**src/hw/rtl/arrowhead_point_geometry_unit_macros.svh**
```systemverilog
// Assertion macros for the arrowhead point geometry unit.
`ifndef ARROWHEAD_POINT_GEOMETRY_UNIT_MACROS_SVH
`define ARROWHEAD_POINT_GEOMETRY_UNIT_MACROS_SVH
`ifndef SYNTH
// Same-cycle implication check.
`define APGU_ASSERT_NOW(label, clk, rst_n, ante, cons) \
    label: assert property (@(posedge clk) disable iff (!rst_n) (ante) |-> (cons)) \
        else $error("apgu check failed");
// Next-cycle implication check.
`define APGU_ASSERT_NEXT(label, clk, rst_n, ante, cons) \
    label: assert property (@(posedge clk) disable iff (!rst_n) (ante) |=> (cons)) \
        else $error("apgu check failed");
`else
`define APGU_ASSERT_NOW(label, clk, rst_n, ante, cons)
`define APGU_ASSERT_NEXT(label, clk, rst_n, ante, cons)
`endif
`endif

```
**src/hw/rtl/apgu_pkg.sv**
```systemverilog
// Shared constants, types and step functions for the arrowhead point geometry unit.
package apgu_pkg;

    localparam int COORD_BITS = 16;
    localparam int FRAC_BITS  = 16;
    localparam int LEN_FRAC   = 6;
    localparam int TRIG_BITS  = 14;
    localparam int SIZE_W     = 10;
    localparam int TRIG_W     = 15;

    // Front widths
    localparam int DIFF_W = COORD_BITS + 1;
    localparam int MAG_W  = COORD_BITS;
    localparam int LEN2_W = 2 * MAG_W + 1;

    // Square root pipeline
    localparam int SQ_RAW_W  = LEN2_W + 2 * LEN_FRAC;
    localparam int SQ_IN_W   = SQ_RAW_W + (SQ_RAW_W % 2);
    localparam int ROOT_W    = SQ_IN_W / 2;
    localparam int SQ_REM_W  = ROOT_W + 3;
    localparam int SQ_STAGES = ROOT_W + 1;

    // Divider pipeline
    localparam int Q_W       = FRAC_BITS + 1;
    localparam int NUM_W     = MAG_W + FRAC_BITS + LEN_FRAC + 1;
    localparam int DIV_REM_W = ROOT_W + 1;
    localparam int DV_STAGES = Q_W + 1;
    localparam int HALF_W    = ROOT_W - LEN_FRAC - 1;
    localparam int CMP_W     = (HALF_W > SIZE_W) ? HALF_W : SIZE_W;

    // Rotation and scaling
    localparam int UNIT_W = Q_W + 1;
    localparam int PROD_W = UNIT_W + TRIG_W + 1;
    localparam int ROT_W  = PROD_W + 1;
    localparam int SCL_W  = ROT_W + SIZE_W + 1;
    localparam int WSHIFT = FRAC_BITS + TRIG_BITS;
    localparam int V_W    = COORD_BITS + WSHIFT + 2;

    // Queue
    localparam int QDEPTH = 4;
    localparam int QPTR_W = 2;
    localparam int QCNT_W = 3;

    // Register map
    localparam int PADDR_W = 4;
    localparam logic [1:0] REG_SIZE = 2'd0;
    localparam logic [1:0] REG_COS  = 2'd1;
    localparam logic [1:0] REG_SIN  = 2'd2;
    localparam logic [SIZE_W-1:0] RST_SIZE = SIZE_W'(20);
    localparam logic [TRIG_W-1:0] RST_COS  = TRIG_W'(14189);
    localparam logic [TRIG_W-1:0] RST_SIN  = TRIG_W'(8192);

    typedef struct packed {
        logic [SIZE_W-1:0] size;
        logic [TRIG_W-1:0] cos;
        logic [TRIG_W-1:0] sin;
    } t_cfg;

    typedef struct packed {
        logic signed [COORD_BITS-1:0] ex;
        logic signed [COORD_BITS-1:0] ey;
        logic signed [DIFF_W-1:0]     dx;
        logic signed [DIFF_W-1:0]     dy;
        logic                         zero;
    } t_item_info;

    typedef struct packed {
        t_item_info        info;
        logic [LEN2_W-1:0] len2;
    } t_job;

    typedef struct packed {
        logic              push;
        logic              pop;
        logic              full;
        logic              empty;
        logic [QCNT_W-1:0] count;
    } t_q_stat;

    typedef struct packed {
        logic [SQ_REM_W-1:0] rem;
        logic [ROOT_W-1:0]   root;
        logic [SQ_IN_W-1:0]  x;
    } t_sq_st;

    typedef struct packed {
        logic [DIV_REM_W-1:0] rem;
        logic [Q_W-1:0]       q;
        logic [Q_W-1:0]       n;
    } t_dv_lane;

    function automatic logic [MAG_W-1:0] abs_mag(input logic signed [DIFF_W-1:0] d);
        logic [DIFF_W-1:0] m;
        m = d[DIFF_W-1] ? DIFF_W'(-d) : DIFF_W'(d);
        return m[MAG_W-1:0];
    endfunction

    // One result bit of the digit-by-digit square root.
    function automatic t_sq_st sqrt_step(input t_sq_st s);
        t_sq_st o;
        logic [SQ_REM_W-1:0] cur;
        logic [SQ_REM_W-1:0] trial;
        cur   = {s.rem[SQ_REM_W-3:0], s.x[SQ_IN_W-1 -: 2]};
        trial = {1'b0, s.root, 2'b01};
        if (cur >= trial) begin
            o.rem  = cur - trial;
            o.root = {s.root[ROOT_W-2:0], 1'b1};
        end else begin
            o.rem  = cur;
            o.root = {s.root[ROOT_W-2:0], 1'b0};
        end
        o.x = s.x << 2;
        return o;
    endfunction

    // One quotient bit of restoring division.
    function automatic t_dv_lane div_step(input t_dv_lane s, input logic [ROOT_W-1:0] d);
        t_dv_lane o;
        logic [DIV_REM_W-1:0] cur;
        cur = {s.rem[DIV_REM_W-2:0], s.n[Q_W-1]};
        if (cur >= {1'b0, d}) begin
            o.rem = cur - {1'b0, d};
            o.q   = {s.q[Q_W-2:0], 1'b1};
        end else begin
            o.rem = cur;
            o.q   = {s.q[Q_W-2:0], 1'b0};
        end
        o.n = s.n << 1;
        return o;
    endfunction

    // Divider setup: |d| scaled plus half the divisor, split for the first step.
    function automatic t_dv_lane div_init(input logic signed [DIFF_W-1:0] d,
                                          input logic [ROOT_W-1:0] len);
        t_dv_lane o;
        logic [NUM_W-1:0] num;
        num   = NUM_W'({abs_mag(d), {(FRAC_BITS + LEN_FRAC){1'b0}}}) + NUM_W'(len >> 1);
        o.rem = DIV_REM_W'(num[NUM_W-1:Q_W]);
        o.q   = '0;
        o.n   = num[Q_W-1:0];
        return o;
    endfunction

    // Round to nearest (ties away from zero), then saturate to the coordinate range.
    function automatic logic signed [COORD_BITS-1:0] round_sat(input logic signed [V_W-1:0] v);
        logic [V_W-1:0] mag;
        logic [V_W-1:0] rq;
        logic signed [V_W-1:0] w;
        mag = v[V_W-1] ? V_W'(-v) : V_W'(v);
        rq  = (mag + (V_W'(1) << (WSHIFT - 1))) >> WSHIFT;
        w   = v[V_W-1] ? -$signed(rq) : $signed(rq);
        if (w > $signed(V_W'((1 << (COORD_BITS - 1)) - 1)))
            return COORD_BITS'((1 << (COORD_BITS - 1)) - 1);
        else if (w < -$signed(V_W'(1 << (COORD_BITS - 1))))
            return COORD_BITS'(1 << (COORD_BITS - 1));
        else
            return w[COORD_BITS-1:0];
    endfunction

endpackage

```
**src/hw/rtl/apgu_front.sv**
```systemverilog
// Front end: accepts line words, forms the difference vector, squared length and class.
module apgu_front import apgu_pkg::*; (
    input  logic                         i_clk,
    input  logic                         i_rst_n,
    input  logic                         i_in_valid,
    output logic                         o_in_ready,
    input  logic signed [COORD_BITS-1:0] i_start_x,
    input  logic signed [COORD_BITS-1:0] i_start_y,
    input  logic signed [COORD_BITS-1:0] i_end_x,
    input  logic signed [COORD_BITS-1:0] i_end_y,
    input  logic                         i_full,
    output logic                         o_push,
    output t_job                         o_job
);

    logic         en;
    logic         r_a_v;
    logic         r_b_v;
    t_item_info   r_a_info;
    t_item_info   r_b_info;
    t_item_info   n_a_info;
    logic [2*MAG_W-1:0] r_sqx;
    logic [2*MAG_W-1:0] r_sqy;

    // Whole front stalls while the queue is full
    assign en         = !i_full;
    assign o_in_ready = en;
    assign o_push     = en && r_b_v;

    // Difference vector and zero-length class
    always_comb begin
        n_a_info.ex   = i_end_x;
        n_a_info.ey   = i_end_y;
        n_a_info.dx   = DIFF_W'(i_end_x) - DIFF_W'(i_start_x);
        n_a_info.dy   = DIFF_W'(i_end_y) - DIFF_W'(i_start_y);
        n_a_info.zero = (i_end_x == i_start_x) && (i_end_y == i_start_y);
    end

    always_ff @(posedge i_clk) begin
        if (!i_rst_n) begin
            r_a_v <= 1'b0;
            r_b_v <= 1'b0;
        end else if (en) begin
            r_a_v <= i_in_valid;
            r_b_v <= r_a_v;
        end
    end

    // Payload: squares registered before the sum
    always_ff @(posedge i_clk) begin
        if (en) begin
            r_a_info <= n_a_info;
            r_b_info <= r_a_info;
            r_sqx    <= abs_mag(r_a_info.dx) * abs_mag(r_a_info.dx);
            r_sqy    <= abs_mag(r_a_info.dy) * abs_mag(r_a_info.dy);
        end
    end

    assign o_job.info = r_b_info;
    assign o_job.len2 = LEN2_W'(r_sqx) + LEN2_W'(r_sqy);

endmodule

```
**config.mk**
```make
export PLATFORM = sky130hd
export DESIGN_NAME = apgu_front
export DESIGN_NICKNAME = d
export VERILOG_FILES = /design/src/hw/rtl/arrowhead_point_geometry_unit_macros.svh /design/src/hw/rtl/apgu_pkg.sv /design/src/hw/rtl/apgu_front.sv
export SDC_FILE = /design/constraint.sdc
export NUM_CORES = 1
export LEC_CHECK = 0
export BUFFER_PORTS_ARGS = -buffer_cell sky130_fd_sc_hd__buf_2
export CELL_PAD_IN_SITES_DETAIL_PLACEMENT = 1
export CELL_PAD_IN_SITES_GLOBAL_PLACEMENT = 2
export CORE_UTILIZATION = 44
export DETAILED_ROUTE_END_ITERATION = 8
export PLACE_DENSITY = 0.87
export SKIP_LAST_GASP = 1
export SLEW_MARGIN = 20
export SYNTH_ARGS = -nofsm -noshare
export SYNTH_HDL_FRONTEND = slang
export SYNTH_SLANG_ARGS = --single-unit
```
**constraint.sdc**
```tcl
create_clock -name i_clk -period 12.85 [get_ports i_clk]
set_input_delay 0 -clock i_clk [delete_from_list [all_inputs] [get_ports i_clk]]
set_output_delay 0 -clock i_clk [all_outputs]
set_load 0.01 [all_outputs]
```
# Yosys cells after proc, flatten, opt, wreduce, memory -nomap -nowiden
# Cells that the tools add are included.
# W data, S select, Z words.
# op_classes
n_addsub,5
mul,2
div,0
magnitude_cmp,0
n_eq_ne,2
shifts,0
muxes,2
n_bitwise,0
n_reduce_logical,3
# ops
cell,n
$mul A16 B16 Y32,2
$sub A16 B16 Y17,2
$add A32 B32 Y33,1
$eq A16 B16 Y1,2
$mux W16,2
$neg A16 Y16,2
$logic_and A1 B1 Y1,2
$logic_not A1 Y1,1
# word_totals
ff_bits,200
latch_bits,0
mem_bits_rw,0
mem_bits_ro,0
in_bits,68
output_inout_bits,102
elab_cells,28
mem_count,0

# Logic depth before layout (Yosys ltp)
# logic_depth
ltp_word,3
mapped_depth,33
mapped_depth_nobuf,32

# Least setup slack after synthesis
# OpenSTA, ideal clock, no wires.
# synth_timing
kind,register to register
from,reg r_a_info[18] (netlist name)
to,"reg r_sqx[24], data pin"
setup_ns,0.260
arrival_ns,7.579
t_required_ns,12.590
setup_slack_ns,5.011
stages_incl_launch_ff,29
path_buffers,1
period_less_slack_ns,7.839
path_cell_list,edfxtp_1 > clkinv_1 > clkbuf_1 > ha_1 > nand2b_1 > or4_4 > or3_4 > o21ai_1 > xor2_1 > inv_2 > nand2_1 > fa_1 > fa_1 > inv_1 > fa_1 > fa_1 > fa_1 > inv_1 > fa_1 > inv_1 > ha_1 > a21o_1 > a21oi_1 > nor2_1 > o31ai_1 > a31oi_1 > a31o_2 > a21oi_1 > xnor2_1
# synth_between
elab_chain_len,3
# synth_rtl
element,line_no,source
from (decl),apgu_front.sv:19,t_item_info r_a_info;
from (signal assigned),apgu_front.sv:52,r_a_info <= n_a_info;
$neg A16 Y16,apgu_pkg.sv:94,m = d[DIFF_W-1] ? DIFF_W'(-d) : DIFF_W'(d);
$mux W16 (*),apgu_pkg.sv:94,
$mul A16 B16 Y32 (*),apgu_front.sv:54,r_sqx <= abs_mag(r_a_info.dx) * abs_mag(r_a_info.dx);
to (signal assigned),apgu_front.sv:54,
to (decl),apgu_front.sv:22,logic [2*MAG_W-1:0] r_sqx;
# Every way passes the cells marked *; elsewhere a longest branch is shown, timed or not.
# A chain may end at the register's enable or synchronous reset.

# Worst setup path after layout
# Same ends and word-level chain as after synthesis.

==> results.md <==
- Outcome: finished, final reports clean
- Clk sink count: a little under 200
- Wire length of the first global-routing pass: between 100000 and 150000 um
- Average footprint of a synthesized cell: just over 10 um2
- Number of cell rows: 84
- Ports: 170
- RSZ-0062 raised after global routing: no
- Gate Count Post-Synth: ~2.3k
- CTS root buf: clkbuf_16
- Largest net degree at the start of global routing: 122
- Vias post-DR: 17.0k
- Sum of net half-perimeters after detailed placement: approximately 53000 um
- Crit path largest cell delay: ~800 ps
- Classification of the worst setup path: flop to flop
- Highest Clock Rate: 111 MHz
- Number of failing hold endpoints at the final stage: 0
- Most area-hungry cell type in the Yosys netlist: fa_1
- Warnings, synthesis: 0
- Number of pins with negative max-slew slack in the final report: 0
- Stages on worst setup path: 30
- First-pass iteration count of the detailed router: 5
- Final weighted congestion of routability-driven global placement: between 0.9 and 1
- Kind of start point of the critical path: flop
- DIE AREA: ~0.054 mm2
- Least-Margin Pin Slew: 1120 ps
- Total wirelength of the detailed-routed design: around 64000 um
- Maximum capacitance violations: 0
- Primary FF master, synth: edfxtp_1
- Routed wire length per instance: roughly 20 um
- Area Overhead vs Synth: 11.2%
- Chip Height: roughly 230 um
- Hold Path Class: input port to flop
- Clk pin slew, worst setup/hold paths: 80 ps
- Sequential-to-total area share from yosys stat: between 20% and 30%
- Most Frequent Cell on Critical Path: inv_1
- Required time of the critical path: 13070 ps
- Min Tclk post-route: ~9000 ps
- Clock tree skew after final layout: between 15 and 20 ps
- Number of antenna violations at the first check in global routing: 1
- Clock buffers created by TritonCTS: 17
- Starting density of the core: between 40 and 50%
- Level count of the clock H-tree: 4
- Number of flops mapped to enable cells by yosys: approximately 190
- Cell types with the largest area share after synthesis: fa_1 28%, edfxtp_1 25%, ha_1 14%, inv_1 8.3%, xnor2_1 3.4%
- Share of the clock period used by the worst path: a little over two thirds
- All-layer global routing usage: roughly a quarter
- Share of final-layout standard cells stronger than drive strength 1: just over 10%
- GRT Residual Overflow: 0
- Post-cts resize count: 0
- Violation count after the first detailed-route iteration: between 700 and 800
- Post-layout nets: about 3.2k
- Clock tree from TritonCTS: built
- Fraction of post-synthesis cell area in the top cell type by area: between 20 and 30%
- Depth of the worst register-to-register path: 30
- Buffer depth of the longest clock path: 2
- Average vias per placed instance: between 5 and 6
- Post-layout instance count excluding filler cells: approximately 3.2k
- Via count of the first global-routing pass: between 15k and 20k
- Detailed-route DRC error count: 0
- Antenna diode instance count: 0
- Kind of end point of the critical path: flop
- Number of placed cells counting well taps: around 3.1k
- Instance count along the most critical hold path: 3
- Die boundary width: ~230 um
- Placeable core area: approximately 0.053 mm2
- Category of cells accounting for the largest share of critical-path delay: adder cells
- Cell with the most instances after synthesis: inv_1
- Count of distinct cell types in the synthesized netlist: a little under 80
- Port Buffers: between 150 and 200
- #FFs+latches synth: roughly 200
- Top cell types by occurrence after synthesis: 516 x inv_1, 328 x fa_1, 256 x ha_1, 204 x nand2_1, 194 x edfxtp_1
- Share of flip-flops with an asynchronous set or reset: 0%
- Crit path max-delay cell type: xor2_1
- Rel. slew slack: between 20% and 30%
- Clock latency at the later pin of the worst-skew pair: ~470 ps
- Setup_tns: 0 ps
- Detail Route Antenna Nets: 0
- Mapped Area: about 0.023 mm2
- CP max FO: 10
- # setup viols final: 0
- Crit path DAT: about 9000 ps
- Sum of buffers and inverters on the critical path: 9
- Net count after synthesis: slightly below 3k
kinds of logic (layout without fill, tap and decap cells):
| family | count (synthesis) | count (layout) | share of synthesized area (%) |
|---|---|---|---|
| compound gates | 304 | 304 | 8.68 |
| flops | 196 | 196 | 25.1 |
| mux | 4 | 4 | 0.171 |
| buf+inv | 570 | 787 | 9.18 |
| xor+xnor | 148 | 148 | 5.78 |
| simple gates | 507 | 507 | 9.41 |
| fa+ha+maj | 584 | 584 | 41.7 |
sequential cells by signal (all words and copies together) (netlist names):
signal / flops
r_sqy: 30
r_b_v: 1
o_job: 67
r_sqx: 30
r_a_v: 1
r_a_info: 67
tightest hold or removal path: cells and delay by family:
kind                     cells  cell delay [ps]
adder cells (fa/ha/maj)      1              180
buffers and inverters        2              150
per-stage QoR:
step,hold slack (ps),setup WS [ps],cell area (um2),utilization [%]
after floorplan,46.4,5010,23400,-
after global placement,197,4070,25100,47.8
after detailed placement,199,3920,25100,47.8
after CTS,3.33,3900,26000,49.5
after global routing,19.6,3400,26000,49.5
final,22.9,3820,26000,49.5
area by class of cell:
class                      instances  area, um2
fill                            5875      26500
multi-input combinational       1547      15400
sequential                       196       5870
inverter                         530       2000
timing repair buffer             227       1380
tap                              688        861
clock buffer                      17        425
clock inverter                    13       97.6
routing by layer:
| layer | routed length (um) | track usage, % | vias to the layer above |
|---|---|---|---|
| li1 | - | - | 7806 |
| met2 | 31500 | 42.9 | 409 |
| met5 | 0 | 0 | - |
| met4 | 1610 | 7.31 | 0 |
| met3 | 3640 | 5.56 | 98 |
| met1 | 27600 | 31.6 | 8721 |
worst paths after layout:
kind | slack [ps] | start | end
max | 3820 | r_a_info[18] | r_sqx[24]
min | 20 | i_start_x[1] | r_a_info[19]
max reg2reg | 3820 | r_a_info[18] | r_sqx[24]
min reg2reg | 420 | r_a_info[52] | o_job[85]
cells in the final DEF, fill, tap and decap left out, types with 19 or more instances in the layout:
cell	instances
inv_1	515
fa_1	328
ha_1	256
nand2_1	204
edfxtp_1	194
nor2_1	184
buf_2	169
xnor2_1	89
a21oi_1	88
xor2_1	52
o21ai_0	50
a21o_1	42
dlygate4sd3_1	39
nand3_1	20
buf_4	19
repair_timing:
item,CTS,global route
setup buffers,0,0
hold buffers,39,0
hold endpoints to repair,37,0
Power is not shown: default switching activity piles up to over one toggle a cycle in this logic, so the estimate is an artifact.
