<file path="config.mk">
export PLATFORM = sky130hd
export DESIGN_NAME = apgu_queue
export DESIGN_NICKNAME = d
export VERILOG_FILES = /design/src/hw/rtl/arrowhead_point_geometry_unit_macros.svh /design/src/hw/rtl/apgu_pkg.sv /design/src/hw/rtl/apgu_queue.sv
export SDC_FILE = /design/constraint.sdc
export NUM_CORES = 1
export LEC_CHECK = 0
export ABC_CLOCK_PERIOD_IN_PS = 4500
export BUFFER_PORTS_ARGS = -buffer_cell sky130_fd_sc_hd__buf_2
export CORE_AREA = 5 5 172 174
export CTS_CLUSTER_SIZE = 14
export DETAILED_ROUTE_END_ITERATION = 8
export DIE_AREA = 0 0 177 179
export MAX_ROUTING_LAYER = met4
export PLACE_DENSITY_LB_ADDON = 0.2
export SLEW_MARGIN = 20
export SYNTH_ARGS = -nofsm -noshare
export SYNTH_HDL_FRONTEND = slang
export SYNTH_SLANG_ARGS = --single-unit
</file>
<file path="constraint.sdc">
create_clock -name i_clk -period 4.5 [get_ports i_clk]
set_input_delay 0.675 -clock i_clk [delete_from_list [all_inputs] [get_ports i_clk]]
set_output_delay 0.675 -clock i_clk [all_outputs]
set_load 0.01 [all_outputs]
</file>
<file path="src/hw/rtl/arrowhead_point_geometry_unit_macros.svh">
// Assertion macros for the arrowhead point geometry unit.
`ifndef ARROWHEAD_POINT_GEOMETRY_UNIT_MACROS_SVH
`define ARROWHEAD_POINT_GEOMETRY_UNIT_MACROS_SVH
`ifndef SYNTH
// Same-cycle implication check.
`define APGU_ASSERT_NOW(label, clk, rst_n, ante, cons) \
    label: assert property (@(posedge clk) disable iff (!rst_n) (ante) |-> (cons)) \
        else $error("apgu check failed");
// Next-cycle implication check.
`define APGU_ASSERT_NEXT(label, clk, rst_n, ante, cons) \
    label: assert property (@(posedge clk) disable iff (!rst_n) (ante) |=> (cons)) \
        else $error("apgu check failed");
`else
`define APGU_ASSERT_NOW(label, clk, rst_n, ante, cons)
`define APGU_ASSERT_NEXT(label, clk, rst_n, ante, cons)
`endif
`endif

</file>
<file path="src/hw/rtl/apgu_pkg.sv">
// Shared constants, types and step functions for the arrowhead point geometry unit.
package apgu_pkg;

    localparam int COORD_BITS = 16;
    localparam int FRAC_BITS  = 16;
    localparam int LEN_FRAC   = 6;
    localparam int TRIG_BITS  = 14;
    localparam int SIZE_W     = 10;
    localparam int TRIG_W     = 15;

    // Front widths
    localparam int DIFF_W = COORD_BITS + 1;
    localparam int MAG_W  = COORD_BITS;
    localparam int LEN2_W = 2 * MAG_W + 1;

    // Square root pipeline
    localparam int SQ_RAW_W  = LEN2_W + 2 * LEN_FRAC;
    localparam int SQ_IN_W   = SQ_RAW_W + (SQ_RAW_W % 2);
    localparam int ROOT_W    = SQ_IN_W / 2;
    localparam int SQ_REM_W  = ROOT_W + 3;
    localparam int SQ_STAGES = ROOT_W + 1;

    // Divider pipeline
    localparam int Q_W       = FRAC_BITS + 1;
    localparam int NUM_W     = MAG_W + FRAC_BITS + LEN_FRAC + 1;
    localparam int DIV_REM_W = ROOT_W + 1;
    localparam int DV_STAGES = Q_W + 1;
    localparam int HALF_W    = ROOT_W - LEN_FRAC - 1;
    localparam int CMP_W     = (HALF_W > SIZE_W) ? HALF_W : SIZE_W;

    // Rotation and scaling
    localparam int UNIT_W = Q_W + 1;
    localparam int PROD_W = UNIT_W + TRIG_W + 1;
    localparam int ROT_W  = PROD_W + 1;
    localparam int SCL_W  = ROT_W + SIZE_W + 1;
    localparam int WSHIFT = FRAC_BITS + TRIG_BITS;
    localparam int V_W    = COORD_BITS + WSHIFT + 2;

    // Queue
    localparam int QDEPTH = 4;
    localparam int QPTR_W = 2;
    localparam int QCNT_W = 3;

    // Register map
    localparam int PADDR_W = 4;
    localparam logic [1:0] REG_SIZE = 2'd0;
    localparam logic [1:0] REG_COS  = 2'd1;
    localparam logic [1:0] REG_SIN  = 2'd2;
    localparam logic [SIZE_W-1:0] RST_SIZE = SIZE_W'(20);
    localparam logic [TRIG_W-1:0] RST_COS  = TRIG_W'(14189);
    localparam logic [TRIG_W-1:0] RST_SIN  = TRIG_W'(8192);

    typedef struct packed {
        logic [SIZE_W-1:0] size;
        logic [TRIG_W-1:0] cos;
        logic [TRIG_W-1:0] sin;
    } t_cfg;

    typedef struct packed {
        logic signed [COORD_BITS-1:0] ex;
        logic signed [COORD_BITS-1:0] ey;
        logic signed [DIFF_W-1:0]     dx;
        logic signed [DIFF_W-1:0]     dy;
        logic                         zero;
    } t_item_info;

    typedef struct packed {
        t_item_info        info;
        logic [LEN2_W-1:0] len2;
    } t_job;

    typedef struct packed {
        logic              push;
        logic              pop;
        logic              full;
        logic              empty;
        logic [QCNT_W-1:0] count;
    } t_q_stat;

    typedef struct packed {
        logic [SQ_REM_W-1:0] rem;
        logic [ROOT_W-1:0]   root;
        logic [SQ_IN_W-1:0]  x;
    } t_sq_st;

    typedef struct packed {
        logic [DIV_REM_W-1:0] rem;
        logic [Q_W-1:0]       q;
        logic [Q_W-1:0]       n;
    } t_dv_lane;

    function automatic logic [MAG_W-1:0] abs_mag(input logic signed [DIFF_W-1:0] d);
        logic [DIFF_W-1:0] m;
        m = d[DIFF_W-1] ? DIFF_W'(-d) : DIFF_W'(d);
        return m[MAG_W-1:0];
    endfunction

    // One result bit of the digit-by-digit square root.
    function automatic t_sq_st sqrt_step(input t_sq_st s);
        t_sq_st o;
        logic [SQ_REM_W-1:0] cur;
        logic [SQ_REM_W-1:0] trial;
        cur   = {s.rem[SQ_REM_W-3:0], s.x[SQ_IN_W-1 -: 2]};
        trial = {1'b0, s.root, 2'b01};
        if (cur >= trial) begin
            o.rem  = cur - trial;
            o.root = {s.root[ROOT_W-2:0], 1'b1};
        end else begin
            o.rem  = cur;
            o.root = {s.root[ROOT_W-2:0], 1'b0};
        end
        o.x = s.x << 2;
        return o;
    endfunction

    // One quotient bit of restoring division.
    function automatic t_dv_lane div_step(input t_dv_lane s, input logic [ROOT_W-1:0] d);
        t_dv_lane o;
        logic [DIV_REM_W-1:0] cur;
        cur = {s.rem[DIV_REM_W-2:0], s.n[Q_W-1]};
        if (cur >= {1'b0, d}) begin
            o.rem = cur - {1'b0, d};
            o.q   = {s.q[Q_W-2:0], 1'b1};
        end else begin
            o.rem = cur;
            o.q   = {s.q[Q_W-2:0], 1'b0};
        end
        o.n = s.n << 1;
        return o;
    endfunction

    // Divider setup: |d| scaled plus half the divisor, split for the first step.
    function automatic t_dv_lane div_init(input logic signed [DIFF_W-1:0] d,
                                          input logic [ROOT_W-1:0] len);
        t_dv_lane o;
        logic [NUM_W-1:0] num;
        num   = NUM_W'({abs_mag(d), {(FRAC_BITS + LEN_FRAC){1'b0}}}) + NUM_W'(len >> 1);
        o.rem = DIV_REM_W'(num[NUM_W-1:Q_W]);
        o.q   = '0;
        o.n   = num[Q_W-1:0];
        return o;
    endfunction

    // Round to nearest (ties away from zero), then saturate to the coordinate range.
    function automatic logic signed [COORD_BITS-1:0] round_sat(input logic signed [V_W-1:0] v);
        logic [V_W-1:0] mag;
        logic [V_W-1:0] rq;
        logic signed [V_W-1:0] w;
        mag = v[V_W-1] ? V_W'(-v) : V_W'(v);
        rq  = (mag + (V_W'(1) << (WSHIFT - 1))) >> WSHIFT;
        w   = v[V_W-1] ? -$signed(rq) : $signed(rq);
        if (w > $signed(V_W'((1 << (COORD_BITS - 1)) - 1)))
            return COORD_BITS'((1 << (COORD_BITS - 1)) - 1);
        else if (w < -$signed(V_W'(1 << (COORD_BITS - 1))))
            return COORD_BITS'(1 << (COORD_BITS - 1));
        else
            return w[COORD_BITS-1:0];
    endfunction

endpackage

</file>
<file path="src/hw/rtl/apgu_queue.sv">
// Short queue of classified jobs between front and back.
module apgu_queue import apgu_pkg::*; (
    input  logic    i_clk,
    input  logic    i_rst_n,
    input  logic    i_push,
    input  t_job    i_job,
    input  logic    i_pop,
    output t_job    o_job,
    output t_q_stat o_stat
);

    t_job              r_mem [QDEPTH];
    logic [QPTR_W-1:0] r_wp;
    logic [QPTR_W-1:0] r_rp;
    logic [QCNT_W-1:0] r_cnt;

    // Pointers and fill count
    always_ff @(posedge i_clk) begin
        if (!i_rst_n) begin
            r_wp  <= '0;
            r_rp  <= '0;
            r_cnt <= '0;
        end else begin
            if (i_push) r_wp <= r_wp + 1'b1;
            if (i_pop)  r_rp <= r_rp + 1'b1;
            if (i_push && !i_pop)      r_cnt <= r_cnt + 1'b1;
            else if (!i_push && i_pop) r_cnt <= r_cnt - 1'b1;
        end
    end

    // Storage
    always_ff @(posedge i_clk) begin
        if (i_push) r_mem[r_wp] <= i_job;
    end

    assign o_job        = r_mem[r_rp];
    assign o_stat.push  = i_push;
    assign o_stat.pop   = i_pop;
    assign o_stat.full  = (r_cnt == QCNT_W'(QDEPTH));
    assign o_stat.empty = (r_cnt == '0);
    assign o_stat.count = r_cnt;

endmodule

</file>
# Word-level counts from Yosys, hierarchy flattened
# Memory sizes are Yosys's and may differ from the RTL's. A register that Yosys moved wholly into a read port is not among the register bits.
# Cells that the tools add are included.
dict set report word_totals {
  n_memories 1
  in_bits 104
  output_inout_bits 107
  regBits 7
  ram_bits 400
}
# name depth width read_ports rd_ports_with_merged_regs wr line_no
set mem_list {}
lappend mem_list {r_mem 4 100 1 1 1 apgu_queue.sv:12} ;# t_job r_mem [QDEPTH];
dict set report classes {
  n_addsub 4
  muxes 6
  reduce_logical 6
  n_eq_ne 1
}
# operator count
set ops {}
lappend ops {{$mux 3} 2}
lappend ops {{$add 2x1->2 const B} 2}
lappend ops {{$mux 2} 2}
lappend ops {{$add 3x1->3 const B} 1}
lappend ops {{$eq 3x3->1 const B} 1}
lappend ops {{$logic_not 3->1} 1}
lappend ops {{$sub 3x1->3 const B} 1}
lappend ops {{$logic_and 1x1->1} 2}
lappend ops {{$logic_not 1->1} 2}
lappend ops {{$mux 1} 2}
lappend ops {{$reduce_bool 2->1} 1}

# Depth between registers and ports, before layout
# Gate-level depths: netlist (run 1).
dict set report logic_depth {
  depth_word 4
  depth_mapped 7
}

# Least setup slack after synthesis (run 1)
# OpenSTA, ideal clock, no wires.
dict set report synth_timing {
  path_kind {input to register}
  startpoint {input port i_push}
  endpoint {memory r_mem[0][0] (netlist bit) (enable)}
  setup_ps 470
  path_stages 1
  setup_slack_ps 1046
  arrival_time_ps 2984
  path_cell_list {and2_1}
}
dict set report synth_between {
  elab_chain_len 2
}
# element line_no
set synth_rtl {}
lappend synth_rtl {{start, declared} apgu_queue.sv:5} ;# input logic i_push,
lappend synth_rtl {{$mux 1} apgu_queue.sv:33} ;# if (i_push) r_mem[r_wp] <= i_job;
lappend synth_rtl {{$mux 1 (implied by the code)} apgu_queue.sv:33}
lappend synth_rtl {{end, declared} apgu_queue.sv:12}
# Every way passes these cells.

==> key figures, run 1 <==
Outcome
  • Outcome: finished, final reports clean

Final layout
  • Most frequent cells in the layout: edfxtp_1 (400), buf_2 (210), mux4_2 (100), clkbuf_16 (45)
  • Share of cells above drive strength 1: 45.9%
  • Number of fill cells: 1,871
  • Synthesis-to-finish area growth: 18.7%
  • Post-Layout Cell Count: 1,225
  • Layout Nets: 919
  • Commonest non-fill, non-tap cell in the layout: edfxtp_1

Die
  • Die Wd: 177 um
  • Area of the core: 27,600 um^2
  • Die H: 179 um
  • Initial Util: 54.3%
  • Core Rows: 61
  • I/O Pins: 211
  • Die area: 31,700 um^2

Pwr
  • Clock share of power: 40.0%
  • PwrDens: 490 nW/um^2
  • Power Total: 8.71 mW
  • Max IR drop VDD: 0.353 mV
  • Comb power frac: 9.0%
  • Leakage: 6.02 nW
  • Pint: 6.90 mW
  • Sequential share of power: 51.0%
  • NetSw: 1.81 mW
  • Sw Ratio: 20.8%

Job
  • Maxcap violations: 0

Global routing
  • Vias in the first global route: 7,352
  • Antenna violations before repair: 4
  • Largest net degree at the start of global routing: 63
  • Grt total ovfl: 0
  • Total Routing Usage GR: 18.4%
  • First-pass GRT wire length: 42,600 um

Worst hold path
  • Min-Delay Path Class: in2reg
  • Cells on Worst Hold Path: 1

Worst setup path
  • Crit Path Max Fanout: 45
  • Crit path DAT: 2.62 ns
  • Crit-path slowest cell: buf_4
  • R2R cell count: 4
  • WP data required: 3.83 ns
  • Crit path kind: reg2out
  • Worst path cell trace: buf_4 > mux4_2 > buf_2
  • Startpoint Class: flip-flop
  • Crit path capture type: output pin
  • CP max stage delay: 0.74 ns

Routing
  • Routed WL: 28,100 um
  • WL per Instance: 22.9 um
  • DRT iter0 DRCs: 347
  • Initial DRT Pass Iterations: 5
  • Antenna viol nets, final: 0
  • Vias: 6,653
  • DR vias/cell: 5.43
  • DRC errors left: 0

Synthesis
  • Post-synth ARST share: 0%
  • Distinct cells, synth: 22
  • Mean Syn Cell Area: 26.4 um^2
  • Mapped Area: 15,000 um^2
  • Cells after Synth: 567
  • Yosys reg bits: 409
  • Synth Net Count: 677
  • EDFF count, synth: 400
  • Sequential fraction of the synthesis area: 81.3%
  • Yosys warnings: 0
  • Ys flop type: edfxtp_1
  • Share of the synthesized area in the top cell type: 80.1%
  • Leading area contributor after synthesis: edfxtp_1
  • Ranking of synthesized cells by area: edfxtp_1 (80%), mux4_2 (15%), buf_12 (1.3%)

CTS
  • CTS HTree Levels: 2
  • Post-CTS Resized: 0
  • Post-CTS Hold Buffers: 0
  • Total CTS buffers: 42
  • Clock latency on the worst-skew pair: 0.52 ns
  • CTS sink count: 409
  • Clk buf depth: 3
  • Post-CTS setup buffers: 0
  • CTS tree: built
  • Root Buffer: clkbuf_16
  • Clock transition at the registers of the reported paths: 0.06 ns

Timing
  • Final Hold Violating Endpoints: 0
  • Minimum clock period: 3.30 ns
  • Final setup viols: 0
  • Final period util: 73.3%
  • Max Clk Rate: 0.303 GHz
  • Slew @ Worst Pin: 0.967 ns
  • Worst clock skew: 0.00982 ns
  • Slew margin rel.: 35.5%
  • RSZ-0062 raised after global routing: no
  • TNS Setup: 0 ns
  • Max Transition Viols Final: 0

Place
  • HPWL Detailed: 17,100 um
  • Final GP Congestion: 0.730
  • Port Buffers: 210
  • Placed Cells: 1,143
## power groups by stage
| stage | clock network (mW) | registers [mW] | logic [mW] |
|---|---|---|---|
| after floorplan | 0 | 4.50 | 0.508 |
| after global placement | 0 | 4.51 | 0.783 |
| after detailed placement | 0 | 4.53 | 0.801 |
| after CTS | 3.57 | 4.45 | 0.805 |
| after global routing | 3.74 | 4.46 | 0.845 |
| final | 3.48 | 4.45 | 0.781 |
## registers in the layout (all words and copies together), names as in the netlist, named ones only
signal	flops
r_wp	2
r_rp	2
r_mem	400
r_cnt	3
## Yosys cell counts, types with 2 or more instances
library cell / count
dfxtp_1: 9
buf_12: 10
xor2_1: 3
buf_4: 2
inv_1: 4
xnor2_1: 2
buf_2: 10
mux4_2: 100
nor2b_1: 2
ha_1: 5
mux2i_1: 2
and2_1: 9
edfxtp_1: 400
## per-layer routing
metal  vias to the layer above  global-route usage [%]  wire (um)
met5                         -                       -          0
met4                         0                    4.00        377
met3                        35                    4.13       1740
met2                       207                    32.2      15200
met1                      3485                    22.2      10800
li1                       2926                       -          -
## final cells by class
type	count	area (um^2)	share of cell area (%)
clock buffers	53	1160	6.50
flip-flops and latches	409	12200	68.6
diodes	4	10.0	0.0563
multi-input cells	130	2510	14.1
repair buffers	222	1150	6.49
inverters	4	15.0	0.0844
clock inverters	25	267	1.50
well taps	378	473	2.66
## stage by stage
| step | worst slack, ns | cell area, um^2 | util (%) | hold WS (ns) |
|---|---|---|---|---|
| finish | 1.20 | 17800 | 64.4 | 0.365 |
| global route | 0.945 | 17800 | 64.4 | 0.342 |
| CTS | 1.08 | 17800 | 64.3 | 0.343 |
| detailed placement | 1.63 | 16400 | 59.2 | 0.558 |
| global placement | 1.67 | 16400 | 59.2 | 0.506 |
| floorplan | 1.05 | 15000 | - | 0.528 |
## logic make-up (layout without fill, tap and decap cells)
group	Yosys count	in the layout	share of synthesized area (%)
AND/OR/NAND/NOR	15	15	0.609
AO/OA/AOI/OAI	2	2	0.0835
flip-flops	409	409	81.3
buffers and inverters	28	304	1.97
XOR/XNOR	5	5	0.292
multiplexers	102	102	15.2
adder cells (fa/ha/maj)	6	6	0.551
other	0	4	0
## worst max-delay path: cells and delay by family (launching register included)
family / cells / cell delay (ns)
flip-flops: 1 / 0.48
buffers and inverters: 2 / 0.91
multiplexers: 1 / 0.64
## final timing paths
kind	slack [ns]	start	endpoint
setup / recovery	1.20	flip-flop	o_job[85]
hold / removal	0.36	i_job[79]	r_mem[3][79]
setup reg to reg	2.36	r_wp[0]	r_mem[2][63]
hold reg to reg	0.57	r_wp[1]	r_wp[1]
(Power assumes the default switching activity.)
==> run 2, diff against run 1 <==
Settings changed: ABC_CLOCK_PERIOD_IN_PS 4500 to 3200.
Clock period 4.5 ns to 3.2 ns, I/O delays scaled along.
==> key figures, run 2 (synthesis results as in run 1) <==
Global routing
  • Total Routing Usage GR: 18.1% (-0.21 points)
  • GR met1 Demand/Resource: 23.4% (+1.1 points)
  • Grt total ovfl: 0 (unchanged)
  • First-pass GRT wire length: 42,100 um (-1.2%)
  • Gr busiest metal: met2
  • Met2 Usage GRT: 30.3% (-1.8 points)
  • Vias in the first global route: 7,361 (+0.12%)
  • Largest net degree at the start of global routing: 46 (-27%)
  • Met3 Use GR: 3.77% (-0.36 points)
  • Antenna violations before repair: 2 (-2)

CTS
  • Clk buf depth: 3 (unchanged)
  • Clock transition at the registers of the reported paths: 0.06 ns (about the same)
  • Post-CTS Hold Buffers: 0 (unchanged)
  • Post-CTS Resized: 0 (unchanged)
  • Root Buffer: clkbuf_16
  • Clock latency on the worst-skew pair: 0.51 ns (about the same)
  • CTS tree: built
  • Total CTS buffers: 41 (-2.4%)
  • Post-CTS setup buffers: 0 (unchanged)
  • CTS HTree Levels: 2 (unchanged)
  • CTS sink count: 409 (unchanged)

Final layout
  • Number of fill cells: 1,866 (-0.27%)
  • Most frequent cells in the layout: edfxtp_1 (400), buf_2 (210), mux4_2 (100), clkbuf_16 (41), clkbuf_1 (13)
  • Largest Register: r_mem
  • Share of cells above drive strength 1: 45.8% (-0.12 points)
  • Largest registers: r_mem x400, r_cnt x3
  • Layout Nets: 926 (+0.76%)
  • Finished Core Util: 64.3% (about the same)
  • Synthesis-to-finish area growth: 18.6% (about the same)
  • Area of the multi-input gates: 2510 um^2 (unchanged)
  • Seq. cell area: 12,200 um^2 (unchanged)
  • Commonest non-fill, non-tap cell in the layout: edfxtp_1
  • Largest register FFs: 400 (unchanged)

Place
  • Port Buffers: 210 (unchanged)
  • HPWL Detailed: 17,500 um (+2.3%)
  • Pre-CTS setup slack: 0.922 ns (-0.713 ns)
  • Final GP Congestion: 0.754 (+3.2%)

Pwr
  • Max IR drop VDD: 0.406 mV (+15%)
  • Leakage: 6.01 nW (-0.15%)
  • NetSw: 2.47 mW (+36%)
  • Clock share of power: 37.8% (-2.2 points)
  • Pint: 9.39 mW (+36%)
  • Comb power frac: 9.5% (+0.5 points)
  • PwrDens: 667 nW/um^2 (+36%)
  • Power Total: 11.9 mW (+36%)
  • Sequential share of power: 52.7% (+1.7 points)
  • Sw Ratio: 20.8% (about the same)

Timing
  • Worst clock skew: 0.0114 ns (+0.00162 ns)
  • RSZ-0062 raised after global routing: no
  • Final setup viols: 0 (unchanged)
  • Final period util: 86.5%
  • TNS Setup: 0 ns (unchanged)
  • Final worst slack: 0.432 ns (-0.770 ns)
  • Slew @ Worst Pin: 0.684 ns (-0.284 ns)
  • Minimum clock period: 2.77 ns
  • Slew margin rel.: 54.4% (+19 points)
  • Max Clk Rate: 0.361 GHz
  • Final Hold Violating Endpoints: 0 (unchanged)
  • Max Transition Viols Final: 0 (unchanged)

Worst hold path
  • Min-Delay Path Class: in2reg

Die
  • Die H: 179 um (unchanged)
  • Die area: 31,700 um^2 (unchanged)
  • Area of the core: 27,600 um^2 (unchanged)
  • Die Wd: 177 um (unchanged)
  • I/O Pins: 211 (unchanged)
  • Initial Util: 54.3% (unchanged)
  • Core Rows: 61 (unchanged)

Worst setup path
  • Crit path DAT: 2.29 ns (-0.33 ns)
  • Crit path kind: reg2out
  • Crit path capture type: output pin
  • WP data required: 2.72 ns (-1.11 ns)
  • Crit Path Max Fanout: 27 (-40%)
  • Startpoint Class: flip-flop

Job
  • Maxcap violations: 0 (unchanged)

Routing
  • DRT iter0 DRCs: 353 (+1.7%)
  • Initial DRT Pass Iterations: 5 (unchanged)
  • Vias: 6,693 (+0.60%)
  • DR vias/cell: 5.47 (+0.77%)
  • Antenna viol nets, final: 0 (unchanged)
  • DRC errors left: 0 (unchanged)
  • Routed WL: 27,700 um (-1.4%)
  • WL per Instance: 22.6 um (-1.3%)

Outcome
  • Outcome: finished, final reports clean
[run 2: cell count changes in the layout (fill, tap and decap cells not counted)]
cell / delta
diode_2: -2
bufinv_16: -2
clkinv_1: -4
clkinvlp_4: -2
clkbuf_16: -4
clkinv_4: +1
clkbuf_1: +5
buf_12: +8
clkbuf_8: +1
clkinv_2: -3
[run 2: area by class of cell]
class                   instances  share of cell area [%]
multi-input cells             130                    14.1
inverters                       4                  0.0845
clock buffers                  55                    6.12
repair buffers                230                    7.39
flip-flops and latches        409                    68.6
well taps                     378                    2.66
clock inverters                15                   0.957
diodes                          2                  0.0282
[run 2: critical path, cell delays in order, from the launching register on]
cell	delay, ns
dfxtp_4	0.74
buf_12	0.28
mux4_2	0.56
buf_2	0.16
[run 2: final timing paths]
check | start | to | slack, ns | cells past startpoint
setup / recovery | flip-flop | o_job[87] | 0.43 | 3
hold / removal | i_job[25] | r_mem[3][25] | 0.18 | 1
setup reg to reg | r_wp[0] | r_mem[0][14] | 1.29 | 4
hold reg to reg | r_cnt[2] | r_cnt[2] | 0.56 | 2
[run 2: metrics by stage]
stage | hold slack (ns) | cells | cell area, um^2
finish | 0.179 | 1223 | 17800
global route | 0.162 | 1223 | 17800
CTS | 0.155 | 1221 | 17800
detailed placement | 0.559 | 1151 | 16500
global placement | 0.497 | 1151 | 16500
floorplan | 0.528 | 567 | 15000
[run 2: power groups by stage]
| stage | registers, mW | logic, mW | clock network [mW] |
|---|---|---|---|
| 2_1_floorplan | 6.32 | 0.716 | 0 |
| 3_3_place_gp | 6.34 | 1.13 | 0 |
| 3_5_place_dp | 6.37 | 1.15 | 0 |
| 4_1_cts | 6.26 | 1.16 | 4.60 |
| 5_1_grt | 6.27 | 1.22 | 4.84 |
| 6_report | 6.25 | 1.13 | 4.48 |
[run 2: layer usage]
| layer | vias to the layer above | share of wire, % |
|---|---|---|
| met1 | 3516 | 40 |
| met3 | 39 | 5.9 |
| met5 | - | 0 |
| li1 | 2935 | - |
| met4 | 0 | 1.7 |
| met2 | 203 | 52 |
